==> src/lps_pkg.sv <==
`default_nettype none
// ----------------------------------------------------------------------------
// lps_pkg: shared types and constants for the line point stepper
// Field widths, command codes, step directions and the queued operation
// format that the front and back halves exchange.
// ----------------------------------------------------------------------------
package lps_pkg;

    localparam int COORD_W     = 10;
    localparam int COLOR_W     = 16;
    // Error accumulators and the point counter need one bit above a coordinate.
    localparam int ERR_W       = COORD_W + 1;
    localparam int CNT_W       = COORD_W + 1;
    localparam int QUEUE_DEPTH = 4;

    localparam logic CMD_LOAD = 1'b0;
    localparam logic CMD_STEP = 1'b1;

    typedef enum logic [1:0] {
        DIR_NONE  = 2'd0,
        DIR_PLUS  = 2'd1,
        DIR_MINUS = 2'd3
    } dir_t;

    typedef struct packed {
        logic               cmd;
        logic [COORD_W-1:0] x_start;
        logic [COORD_W-1:0] y_start;
        logic [COORD_W-1:0] x_end;
        logic [COORD_W-1:0] y_end;
        logic [COLOR_W-1:0] pixel_color;
    } cmd_item_t;

    typedef struct packed {
        logic [COORD_W-1:0] point_x;
        logic [COORD_W-1:0] point_y;
        logic [COLOR_W-1:0] pix_color;
        logic               last_point;
    } pix_item_t;

    // One classified operation waiting for the stepper.
    typedef struct packed {
        logic               is_load;
        logic [COORD_W-1:0] col;
        logic [COORD_W-1:0] row;
        logic [COORD_W-1:0] abs_dcol;
        logic [COORD_W-1:0] abs_drow;
        logic [COORD_W-1:0] major;
        dir_t               dir_col;
        dir_t               dir_row;
        logic [COLOR_W-1:0] color;
    } lps_op_t;

    // Queue handshake between front and back.
    typedef struct packed {
        logic full;
        logic empty;
    } lps_qstat_t;

endpackage
`default_nettype wire

==> src/line_point_stepper_core.sv <==
`default_nettype none
// A step transaction passes through a queue slot and then the pixel output register.
// Throughput: one command transaction per cycle, loads and steps alike, while the
// queue is not full; the queue absorbs output stalls.
// Reset: asynchronous and active low; it empties the queue, drops any line in
// progress and clears the output valid. No clearing pass is needed.
// ----------------------------------------------------------------------------
// line_point_stepper_core: error-accumulation line drawing engine
// Front half classifies and sets up commands, a short queue decouples it from
// the back half, which steps the line and drives the pixel stream.
// ----------------------------------------------------------------------------
module line_point_stepper_core #(
    parameter int QUEUE_DEPTH = lps_pkg::QUEUE_DEPTH
) (
    input  wire                   clk,
    input  wire                   rst_n,
    input  wire                   cmd_valid,
    output logic                  cmd_stall,
    input  lps_pkg::cmd_item_t    cmd_item,
    output logic                  pix_valid,
    input  wire                   pix_stall,
    output lps_pkg::pix_item_t    pix_item
);
    import lps_pkg::*;

    lps_qstat_t qstat;
    lps_op_t    push_op;
    lps_op_t    head_op;
    logic       push;
    logic       pop;

    lps_front u_front (
        .cmd_valid (cmd_valid),
        .cmd_stall (cmd_stall),
        .cmd_item  (cmd_item),
        .qstat     (qstat),
        .push      (push),
        .push_op   (push_op)
    );

    lps_queue #(
        .DEPTH (QUEUE_DEPTH)
    ) u_queue (
        .clk     (clk),
        .rst_n   (rst_n),
        .push    (push),
        .push_op (push_op),
        .pop     (pop),
        .head_op (head_op),
        .qstat   (qstat)
    );

    lps_back u_back (
        .clk       (clk),
        .rst_n     (rst_n),
        .head_op   (head_op),
        .qstat     (qstat),
        .pop       (pop),
        .pix_valid (pix_valid),
        .pix_stall (pix_stall),
        .pix_item  (pix_item)
    );

endmodule
`default_nettype wire

==> src/lps_front.sv <==
`default_nettype none
// ----------------------------------------------------------------------------
// lps_front: command intake and line setup
// Accepts command transactions, classifies them and, for loads, works out
// the absolute deltas, step directions and major-axis distance.
// ----------------------------------------------------------------------------
module lps_front (
    input  wire                   cmd_valid,
    output logic                  cmd_stall,
    input  lps_pkg::cmd_item_t    cmd_item,
    input  lps_pkg::lps_qstat_t   qstat,
    output logic                  push,
    output lps_pkg::lps_op_t      push_op
);
    import lps_pkg::*;

    logic [COORD_W-1:0] dcol;
    logic [COORD_W-1:0] drow;
    dir_t               dir_col;
    dir_t               dir_row;

    always_comb
    begin
        if (cmd_item.x_end > cmd_item.x_start)
        begin
            dcol    = cmd_item.x_end - cmd_item.x_start;
            dir_col = DIR_PLUS;
        end
        else if (cmd_item.x_end == cmd_item.x_start)
        begin
            dcol    = '0;
            dir_col = DIR_NONE;
        end
        else
        begin
            dcol    = cmd_item.x_start - cmd_item.x_end;
            dir_col = DIR_MINUS;
        end

        if (cmd_item.y_end > cmd_item.y_start)
        begin
            drow    = cmd_item.y_end - cmd_item.y_start;
            dir_row = DIR_PLUS;
        end
        else if (cmd_item.y_end == cmd_item.y_start)
        begin
            drow    = '0;
            dir_row = DIR_NONE;
        end
        else
        begin
            drow    = cmd_item.y_start - cmd_item.y_end;
            dir_row = DIR_MINUS;
        end
    end

    always_comb
    begin
        push_op.is_load  = (cmd_item.cmd == CMD_LOAD);
        push_op.col      = cmd_item.x_start;
        push_op.row      = cmd_item.y_start;
        push_op.abs_dcol = dcol;
        push_op.abs_drow = drow;
        push_op.major    = (dcol > drow) ? dcol : drow;
        push_op.dir_col  = dir_col;
        push_op.dir_row  = dir_row;
        push_op.color    = cmd_item.pixel_color;
    end

    assign cmd_stall = qstat.full;
    assign push      = cmd_valid && !qstat.full;

endmodule
`default_nettype wire

==> src/lps_queue.sv <==
`default_nettype none
// ----------------------------------------------------------------------------
// lps_queue: operation queue between front and back
// A small register FIFO that lets intake and stepping stall independently.
// ----------------------------------------------------------------------------
module lps_queue #(
    parameter int DEPTH = lps_pkg::QUEUE_DEPTH
) (
    input  wire                   clk,
    input  wire                   rst_n,
    input  wire                   push,
    input  lps_pkg::lps_op_t      push_op,
    input  wire                   pop,
    output lps_pkg::lps_op_t      head_op,
    output lps_pkg::lps_qstat_t   qstat
);
    import lps_pkg::*;

    localparam int PTR_W = (DEPTH > 1) ? $clog2(DEPTH) : 1;
    localparam int CNT_QW = $clog2(DEPTH + 1);

    lps_op_t            slot_reg [DEPTH];
    logic [PTR_W-1:0]   wr_ptr_reg;
    logic [PTR_W-1:0]   wr_ptr_next;
    logic [PTR_W-1:0]   rd_ptr_reg;
    logic [PTR_W-1:0]   rd_ptr_next;
    logic [CNT_QW-1:0]  count_reg;
    logic [CNT_QW-1:0]  count_next;

    always_comb
    begin
        wr_ptr_next = wr_ptr_reg;
        rd_ptr_next = rd_ptr_reg;
        count_next  = count_reg;
        if (push)
        begin
            wr_ptr_next = (wr_ptr_reg == PTR_W'(DEPTH - 1)) ? '0 : wr_ptr_reg + PTR_W'(1);
        end
        if (pop)
        begin
            rd_ptr_next = (rd_ptr_reg == PTR_W'(DEPTH - 1)) ? '0 : rd_ptr_reg + PTR_W'(1);
        end
        if (push && !pop)
        begin
            count_next = count_reg + CNT_QW'(1);
        end
        else if (pop && !push)
        begin
            count_next = count_reg - CNT_QW'(1);
        end
    end

    always_ff @(posedge clk or negedge rst_n)
    begin
        if (!rst_n)
        begin
            wr_ptr_reg <= '0;
            rd_ptr_reg <= '0;
            count_reg  <= '0;
        end
        else
        begin
            wr_ptr_reg <= wr_ptr_next;
            rd_ptr_reg <= rd_ptr_next;
            count_reg  <= count_next;
        end
    end

    always_ff @(posedge clk)
    begin
        if (push)
        begin
            slot_reg[wr_ptr_reg] <= push_op;
        end
    end

    assign head_op     = slot_reg[rd_ptr_reg];
    assign qstat.full  = (count_reg == CNT_QW'(DEPTH));
    assign qstat.empty = (count_reg == '0);

endmodule
`default_nettype wire

==> src/lps_back.sv <==
`default_nettype none
// ----------------------------------------------------------------------------
// lps_back: line stepper and pixel output register
// Executes queued loads and steps, advancing the error accumulators and
// presenting one pixel transaction per active step.
// ----------------------------------------------------------------------------
module lps_back (
    input  wire                   clk,
    input  wire                   rst_n,
    input  lps_pkg::lps_op_t      head_op,
    input  lps_pkg::lps_qstat_t   qstat,
    output logic                  pop,
    output logic                  pix_valid,
    input  wire                   pix_stall,
    output lps_pkg::pix_item_t    pix_item
);
    import lps_pkg::*;

    logic [COORD_W-1:0] cur_col_reg,  cur_col_next;
    logic [COORD_W-1:0] cur_row_reg,  cur_row_next;
    logic [ERR_W-1:0]   err_col_reg,  err_col_next;
    logic [ERR_W-1:0]   err_row_reg,  err_row_next;
    logic [COORD_W-1:0] abs_dcol_reg, abs_dcol_next;
    logic [COORD_W-1:0] abs_drow_reg, abs_drow_next;
    logic [COORD_W-1:0] major_reg,    major_next;
    dir_t               dir_col_reg,  dir_col_next;
    dir_t               dir_row_reg,  dir_row_next;
    logic [CNT_W-1:0]   left_reg,     left_next;
    logic [COLOR_W-1:0] color_reg,    color_next;
    logic               busy_reg,     busy_next;
    logic               pix_valid_reg, pix_valid_next;
    pix_item_t          pix_item_reg, pix_item_next;

    logic               out_free;
    logic               emit;
    logic [ERR_W-1:0]   col_sum;
    logic [ERR_W-1:0]   row_sum;
    logic               last;

    function automatic logic [COORD_W-1:0] axis_move(input logic [COORD_W-1:0] pos,
                                                     input dir_t dir);
        logic [COORD_W-1:0] res;
        case (dir)
            DIR_PLUS:  res = pos + COORD_W'(1);
            DIR_MINUS: res = pos - COORD_W'(1);
            default:   res = pos;
        endcase
        return res;
    endfunction

    assign out_free = !pix_valid_reg || !pix_stall;
    // Loads and idle steps make no pixel, so they never wait on the output.
    assign pop  = !qstat.empty && (head_op.is_load || !busy_reg || out_free);
    assign emit = pop && !head_op.is_load && busy_reg;

    assign col_sum = err_col_reg + {1'b0, abs_dcol_reg};
    assign row_sum = err_row_reg + {1'b0, abs_drow_reg};
    assign last    = (left_reg <= CNT_W'(1));

    always_comb
    begin
        cur_col_next  = cur_col_reg;
        cur_row_next  = cur_row_reg;
        err_col_next  = err_col_reg;
        err_row_next  = err_row_reg;
        abs_dcol_next = abs_dcol_reg;
        abs_drow_next = abs_drow_reg;
        major_next    = major_reg;
        dir_col_next  = dir_col_reg;
        dir_row_next  = dir_row_reg;
        left_next     = left_reg;
        color_next    = color_reg;
        busy_next     = busy_reg;

        if (pop && head_op.is_load)
        begin
            cur_col_next  = head_op.col;
            cur_row_next  = head_op.row;
            err_col_next  = '0;
            err_row_next  = '0;
            abs_dcol_next = head_op.abs_dcol;
            abs_drow_next = head_op.abs_drow;
            major_next    = head_op.major;
            dir_col_next  = head_op.dir_col;
            dir_row_next  = head_op.dir_row;
            left_next     = {1'b0, head_op.major} + CNT_W'(2);
            color_next    = head_op.color;
            busy_next     = 1'b1;
        end
        else if (emit)
        begin
            err_col_next = col_sum;
            err_row_next = row_sum;
            if (col_sum > {1'b0, major_reg})
            begin
                err_col_next = col_sum - {1'b0, major_reg};
                cur_col_next = axis_move(cur_col_reg, dir_col_reg);
            end
            if (row_sum > {1'b0, major_reg})
            begin
                err_row_next = row_sum - {1'b0, major_reg};
                cur_row_next = axis_move(cur_row_reg, dir_row_reg);
            end
            if (last)
            begin
                left_next = '0;
                busy_next = 1'b0;
            end
            else
            begin
                left_next = left_reg - CNT_W'(1);
            end
        end
    end

    always_comb
    begin
        pix_item_next = pix_item_reg;
        if (emit)
        begin
            pix_valid_next            = 1'b1;
            pix_item_next.point_x     = cur_col_reg;
            pix_item_next.point_y     = cur_row_reg;
            pix_item_next.pix_color   = color_reg;
            pix_item_next.last_point  = last;
        end
        else
        begin
            pix_valid_next = pix_valid_reg && pix_stall;
        end
    end

    always_ff @(posedge clk or negedge rst_n)
    begin
        if (!rst_n)
        begin
            cur_col_reg   <= '0;
            cur_row_reg   <= '0;
            err_col_reg   <= '0;
            err_row_reg   <= '0;
            abs_dcol_reg  <= '0;
            abs_drow_reg  <= '0;
            major_reg     <= '0;
            dir_col_reg   <= DIR_NONE;
            dir_row_reg   <= DIR_NONE;
            left_reg      <= '0;
            color_reg     <= '0;
            busy_reg      <= 1'b0;
            pix_valid_reg <= 1'b0;
        end
        else
        begin
            cur_col_reg   <= cur_col_next;
            cur_row_reg   <= cur_row_next;
            err_col_reg   <= err_col_next;
            err_row_reg   <= err_row_next;
            abs_dcol_reg  <= abs_dcol_next;
            abs_drow_reg  <= abs_drow_next;
            major_reg     <= major_next;
            dir_col_reg   <= dir_col_next;
            dir_row_reg   <= dir_row_next;
            left_reg      <= left_next;
            color_reg     <= color_next;
            busy_reg      <= busy_next;
            pix_valid_reg <= pix_valid_next;
        end
    end

    always_ff @(posedge clk)
    begin
        pix_item_reg <= pix_item_next;
    end

    assign pix_valid = pix_valid_reg;
    assign pix_item  = pix_item_reg;

`ifndef ASSERT_OFF
    a_busy_has_points: assert property (@(posedge clk) disable iff (!rst_n)
        busy_reg |-> (left_reg != '0))
        else $error("active line with no points left");

    a_err_col_bound: assert property (@(posedge clk) disable iff (!rst_n)
        err_col_reg <= {1'b0, major_reg})
        else $error("column error exceeds major distance");

    a_err_row_bound: assert property (@(posedge clk) disable iff (!rst_n)
        err_row_reg <= {1'b0, major_reg})
        else $error("row error exceeds major distance");

    a_last_ends_line: assert property (@(posedge clk) disable iff (!rst_n)
        (emit && last && !(qstat.empty)) |=> !busy_reg)
        else $error("line still active after its last point");
`endif

endmodule
`default_nettype wire

==> config.mk <==
export PLATFORM = sky130hd
export DESIGN_NAME = line_point_stepper_core
export DESIGN_NICKNAME = d
export VERILOG_FILES = /design/src/lps_pkg.sv /design/src/line_point_stepper_core.sv /design/src/lps_front.sv /design/src/lps_queue.sv /design/src/lps_back.sv
export SDC_FILE = /design/constraint.sdc
export NUM_CORES = 1
export LEC_CHECK = 0
export ABC_AREA = 0
export ABC_CLOCK_PERIOD_IN_PS = 11780
export BUFFER_PORTS_ARGS = -buffer_cell sky130_fd_sc_hd__buf_2
export CORE_MARGIN = 5
export CORE_UTILIZATION = 40
export DETAILED_ROUTE_END_ITERATION = 16
export SLEW_MARGIN = 10
export SYNTH_ARGS = -nofsm -noshare
export SYNTH_HDL_FRONTEND = slang
export SYNTH_HIERARCHICAL = 1
export SYNTH_SLANG_ARGS = --single-unit
==> constraint.sdc <==
create_clock -name clk -period 11.78 [get_ports clk]
set_input_delay 0 -clock clk [delete_from_list [all_inputs] [get_ports clk]]
set_output_delay 0 -clock clk [all_outputs]
set_load 0.01 [all_outputs]
==> implementation parameters <==
Parameter                              Value

Logic synthesis
  Top post-synthesis cells by area    sky130_fd_sc_hd__edfxtp_1 44%, sky130_fd_sc_hd__dfrtp_1 13%, sky130_fd_sc_hd__mux4_2 7.2%, sky130_fd_sc_hd__ha_1 6.5%, sky130_fd_sc_hd__nand2_1 3.6%
  Proportion of synthesized flip-flops having asynchronous set or reset    25.9%
  Library cell with the highest instance count after synthesis    sky130_fd_sc_hd__edfxtp_1
  Sequential fraction of the synthesis area    around 57%
  Register bit count reported by yosys    433
  Synthesis warning total    6
  Number of synthesized flops with an enable pin    321
  Number of distinct library cells after synthesis    between 90 and 100
  Yosys top cell area share    44.1%
  Commonest cells in the synthesized netlist    321 x sky130_fd_sc_hd__edfxtp_1, 210 x sky130_fd_sc_hd__nand2_1, 113 x sky130_fd_sc_hd__ha_1
  Area of the mapped netlist    around 22000 um2
  Syn Inst Count    1673
  Syn Nets    ~1900
  Average cell area after synthesis    between 10 and 15 um2
  Area leader, netlist    sky130_fd_sc_hd__edfxtp_1
  Primary flip-flop cell chosen by synthesis mapping    sky130_fd_sc_hd__edfxtp_1

STA
  Worst-case clock skew    19.8 ps
  Final setup slack of the worst path    7010 ps
  Total negative slack    0 ps
  Worst-case headroom to the max-slew limit    a little over a quarter
  Unrepaired setup endpoints after global routing    no
  Final worst path period need    4770 ps
  Fin. Hold Viols    0
  Worst Max-Slew Pin Slew    1080 ps
  Final Setup Violations    0
  Highest achievable clock rate    roughly 0.21 GHz
  Share of the cycle needed by the critical path after routing    about two fifths
  Final slew viol count    0

Setup path
  CP required    about 12000 ps
  Critical Path End Type    register
  Crit-path cells    dlygate4sd3_1 > buf_2 > ha_1 > nand3_2 > o211a_4 > o21ai_4 > nor3_1 > a21oi_1 > mux2i_1 > inv_1 > ha_1 > a21oi_1 > nor2b_1 > o21ai_0 > nand3_1 > o21ai_1 > mux2_2
  Crit-path max cell delay    850 ps
  Slowest cell on the critical path    sky130_fd_sc_hd__o21ai_1
  Buf+Inv Stages, Crit Path    3
  Data arrival, critical path    5080 ps
  Largest fanout of any net on the critical path    13
  Critical Path Start    cmd_item[41]
  Worst setup slack for register-to-register paths    approximately 7300 ps
  Worst Setup Path Type    in2reg
  Reg-to-reg critical path startpoint    u_back/err_row_reg[0]
  Worst Setup Start Kind    input pin
  Cell count of the worst reg-to-reg path    15
  Critical R2R Capture    u_back/err_row_reg[0]
  Family with the most delay on the worst path    compound AO/OA/AOI/OAI gates

GRT
  Tot GR Track Use    16.8%
  Number of antenna violations at the first check in global routing    4
  Residual overflow from global routing    0
  Maximum number of pins on one net before global-route repair    88
  Number of global-route vias before repair    about 14000
  Global-route wire length before repair    between 70 and 80 mm

Power and ir drop
  Fraction of power spent switching nets    40.5%
  Part of the total power dissipated in the clock network    19.1%
  Cell leakage power    9.82 nW
  Sw Pwr    3.20 mW
  Pwr per Cell Area    320 nW/um2
  Sequential share of power    between 30% and 40%
  Maximum vdd ir drop    0.182 mV
  Int Power    4.70 mW
  PnR Total Power    7.90 mW
  Combinational cell fraction of total power    between 40% and 50%

Floorplan
  Initial core utilization    roughly two fifths
  Die H    between 200 and 250 um
  Full die area    about 60000 um2
  Number of standard-cell rows in the floorplan    85
  Num ports    100
  Area of the core region    54000 um2
  Die W    244 um

Routing
  Number of design-rule violations left by the first detailed-router iteration    ~1100
  Total number of vias    13600
  Drt drc    0
  Total wire length after detailed routing    50.5 mm
  Vias per std cell    5.42
  First-pass DRT Iterations    6
  Antenna viol nets, final    0
  Post-DR wirelength/cell    20.1 um

Layout
  Number of nets in the final layout    1963
  Flip-flop count of the largest register, all copies and words added    about 280
  Layout filler cell count    4897
  Area growth from synthesis to layout    12.9%
  Share of post-route cells with drive strength above 1    17.2%
  Antenna diode count    0

Min path
  Worst min-delay path category    in2reg
  Worst Hold Depth    4
  Min-Delay Startpoint    cmd_item[16]
  End point of the most critical hold path    u_queue/slot_reg[1][20]

CTS
  Htree depth    2
  Clock slew at the register clock pins of the worst setup and hold paths    roughly 60 ps
  Number of clock sinks    433
  Root buffer selected by CTS    sky130_fd_sc_hd__clkbuf_16
  Post-CTS setup buffer count    0
  TritonCTS clock tree    built
  Clock latency of the later-clocked register in the worst-skew pair    590 ps
  Number of buffers created by CTS    47
  Maximum clock insertion buffer count    3
  Resize count post-CTS    0

Run
  Number of max-capacitance violations reported    0

Placed design
  Post-DP HPWL    34.4 mm
  Final weighted congestion in routability-driven placement    around 0.87
  Worst slack, placed    7050 ps
  Port bufs    99

Status
  Outcome    completed
==> how the worst max path moves through the flow <==
stage	end	slack (ps)	cells after the start
floorplan	u_back/left_reg[2]	8000	10
finish	u_queue/slot_reg[2][24]	7010	17
CTS	u_queue/slot_reg[2][24]	7100	17
global placement	u_queue/slot_reg[0][26]	7090	14
global route	u_queue/slot_reg[2][24]	6720	17
detailed placement	u_queue/slot_reg[2][24]	7050	16
==> tightest hold or removal path, cell delays in order <==
cell	delay, ps
sky130_fd_sc_hd__buf_2	110
sky130_fd_sc_hd__inv_1	50
sky130_fd_sc_hd__ha_1	250
sky130_fd_sc_hd__a21oi_1	150
==> logic make-up after synthesis <==
group,synth area share [%]
buffers and inverters,5.16
DFF,56.9
and+or+nand+nor,9.19
AOI/OAI and AO/OA,9.42
xor gates and xnor gates,2.00
adders and majority gates,7.48
muxes,9.83
==> area by class of cell <==
class | instances | area, um2 | area share (%)
clock inverter | 28 | 330 | 1.34
multi-input combinational | 1034 | 8310 | 33.7
sequential | 433 | 12400 | 50.5
tap | 696 | 871 | 3.53
inverter | 108 | 405 | 1.64
timing repair buffer | 154 | 1030 | 4.19
clock buffer | 59 | 1270 | 5.16
==> cells in the final DEF (no fill, tap or decap), types with 11 or more instances in the layout <==
master,count
sky130_fd_sc_hd__edfxtp_1,321
sky130_fd_sc_hd__nand2_1,210
sky130_fd_sc_hd__ha_1,113
sky130_fd_sc_hd__dfrtp_1,110
sky130_fd_sc_hd__inv_1,105
sky130_fd_sc_hd__buf_2,98
sky130_fd_sc_hd__a21oi_1,83
sky130_fd_sc_hd__mux4_2,70
sky130_fd_sc_hd__o21ai_0,67
sky130_fd_sc_hd__nor2_1,65
sky130_fd_sc_hd__clkbuf_16,48
sky130_fd_sc_hd__nand3_1,48
sky130_fd_sc_hd__dlygate4sd3_1,41
sky130_fd_sc_hd__mux2i_1,38
sky130_fd_sc_hd__xnor2_1,29
sky130_fd_sc_hd__nor3_1,26
sky130_fd_sc_hd__xor2_1,21
sky130_fd_sc_hd__a21o_1,21
sky130_fd_sc_hd__nor2b_1,18
sky130_fd_sc_hd__o21a_1,17
sky130_fd_sc_hd__a31oi_1,15
sky130_fd_sc_hd__buf_4,14
sky130_fd_sc_hd__mux2_2,12
sky130_fd_sc_hd__fa_1,11
==> through the flow <==
| stage | std cells | hold WS [ps] | cell area, um2 | util, % |
|---|---|---|---|---|
| 2_1_floorplan | 1673 | -296 | 21900 | - |
| 3_3_place_gp | 2383 | 49.0 | 22600 | 41.9 |
| 3_5_place_dp | 2383 | 59.8 | 22600 | 41.9 |
| 4_1_cts | 2512 | 106 | 24700 | 45.7 |
| 5_1_grt | 2512 | 144 | 24700 | 45.7 |
| 6_report | 2512 | 164 | 24700 | 45.7 |
==> per-layer routing <==
layer	up-vias	wire length, um	share of wire (%)	global-route usage [%]
li1	6377	-	-	-
met1	6783	23400	46	24.3
met2	383	23000	46	26.5
met3	82	2870	5.7	2.65
met4	2	1190	2.4	5.06
met5	-	11	0.022	0
==> timing repair <==
action                     in CTS  in global routing
hold endpoints to repair      192                  0
hold buffers                   42                  0
setup endpoints to repair       0                  0
==> power by group through the flow <==
stage	Combinational, mW	Clock (mW)	Sequential (mW)
final	3.93	1.51	2.46
after global routing	4.35	1.61	2.52
after CTS	3.93	1.54	2.48
after detailed placement	3.89	0	2.51
after global placement	3.83	0	2.49
after floorplan	3.01	0	2.43
No activity file was read; power rests on OpenSTA's default activity.
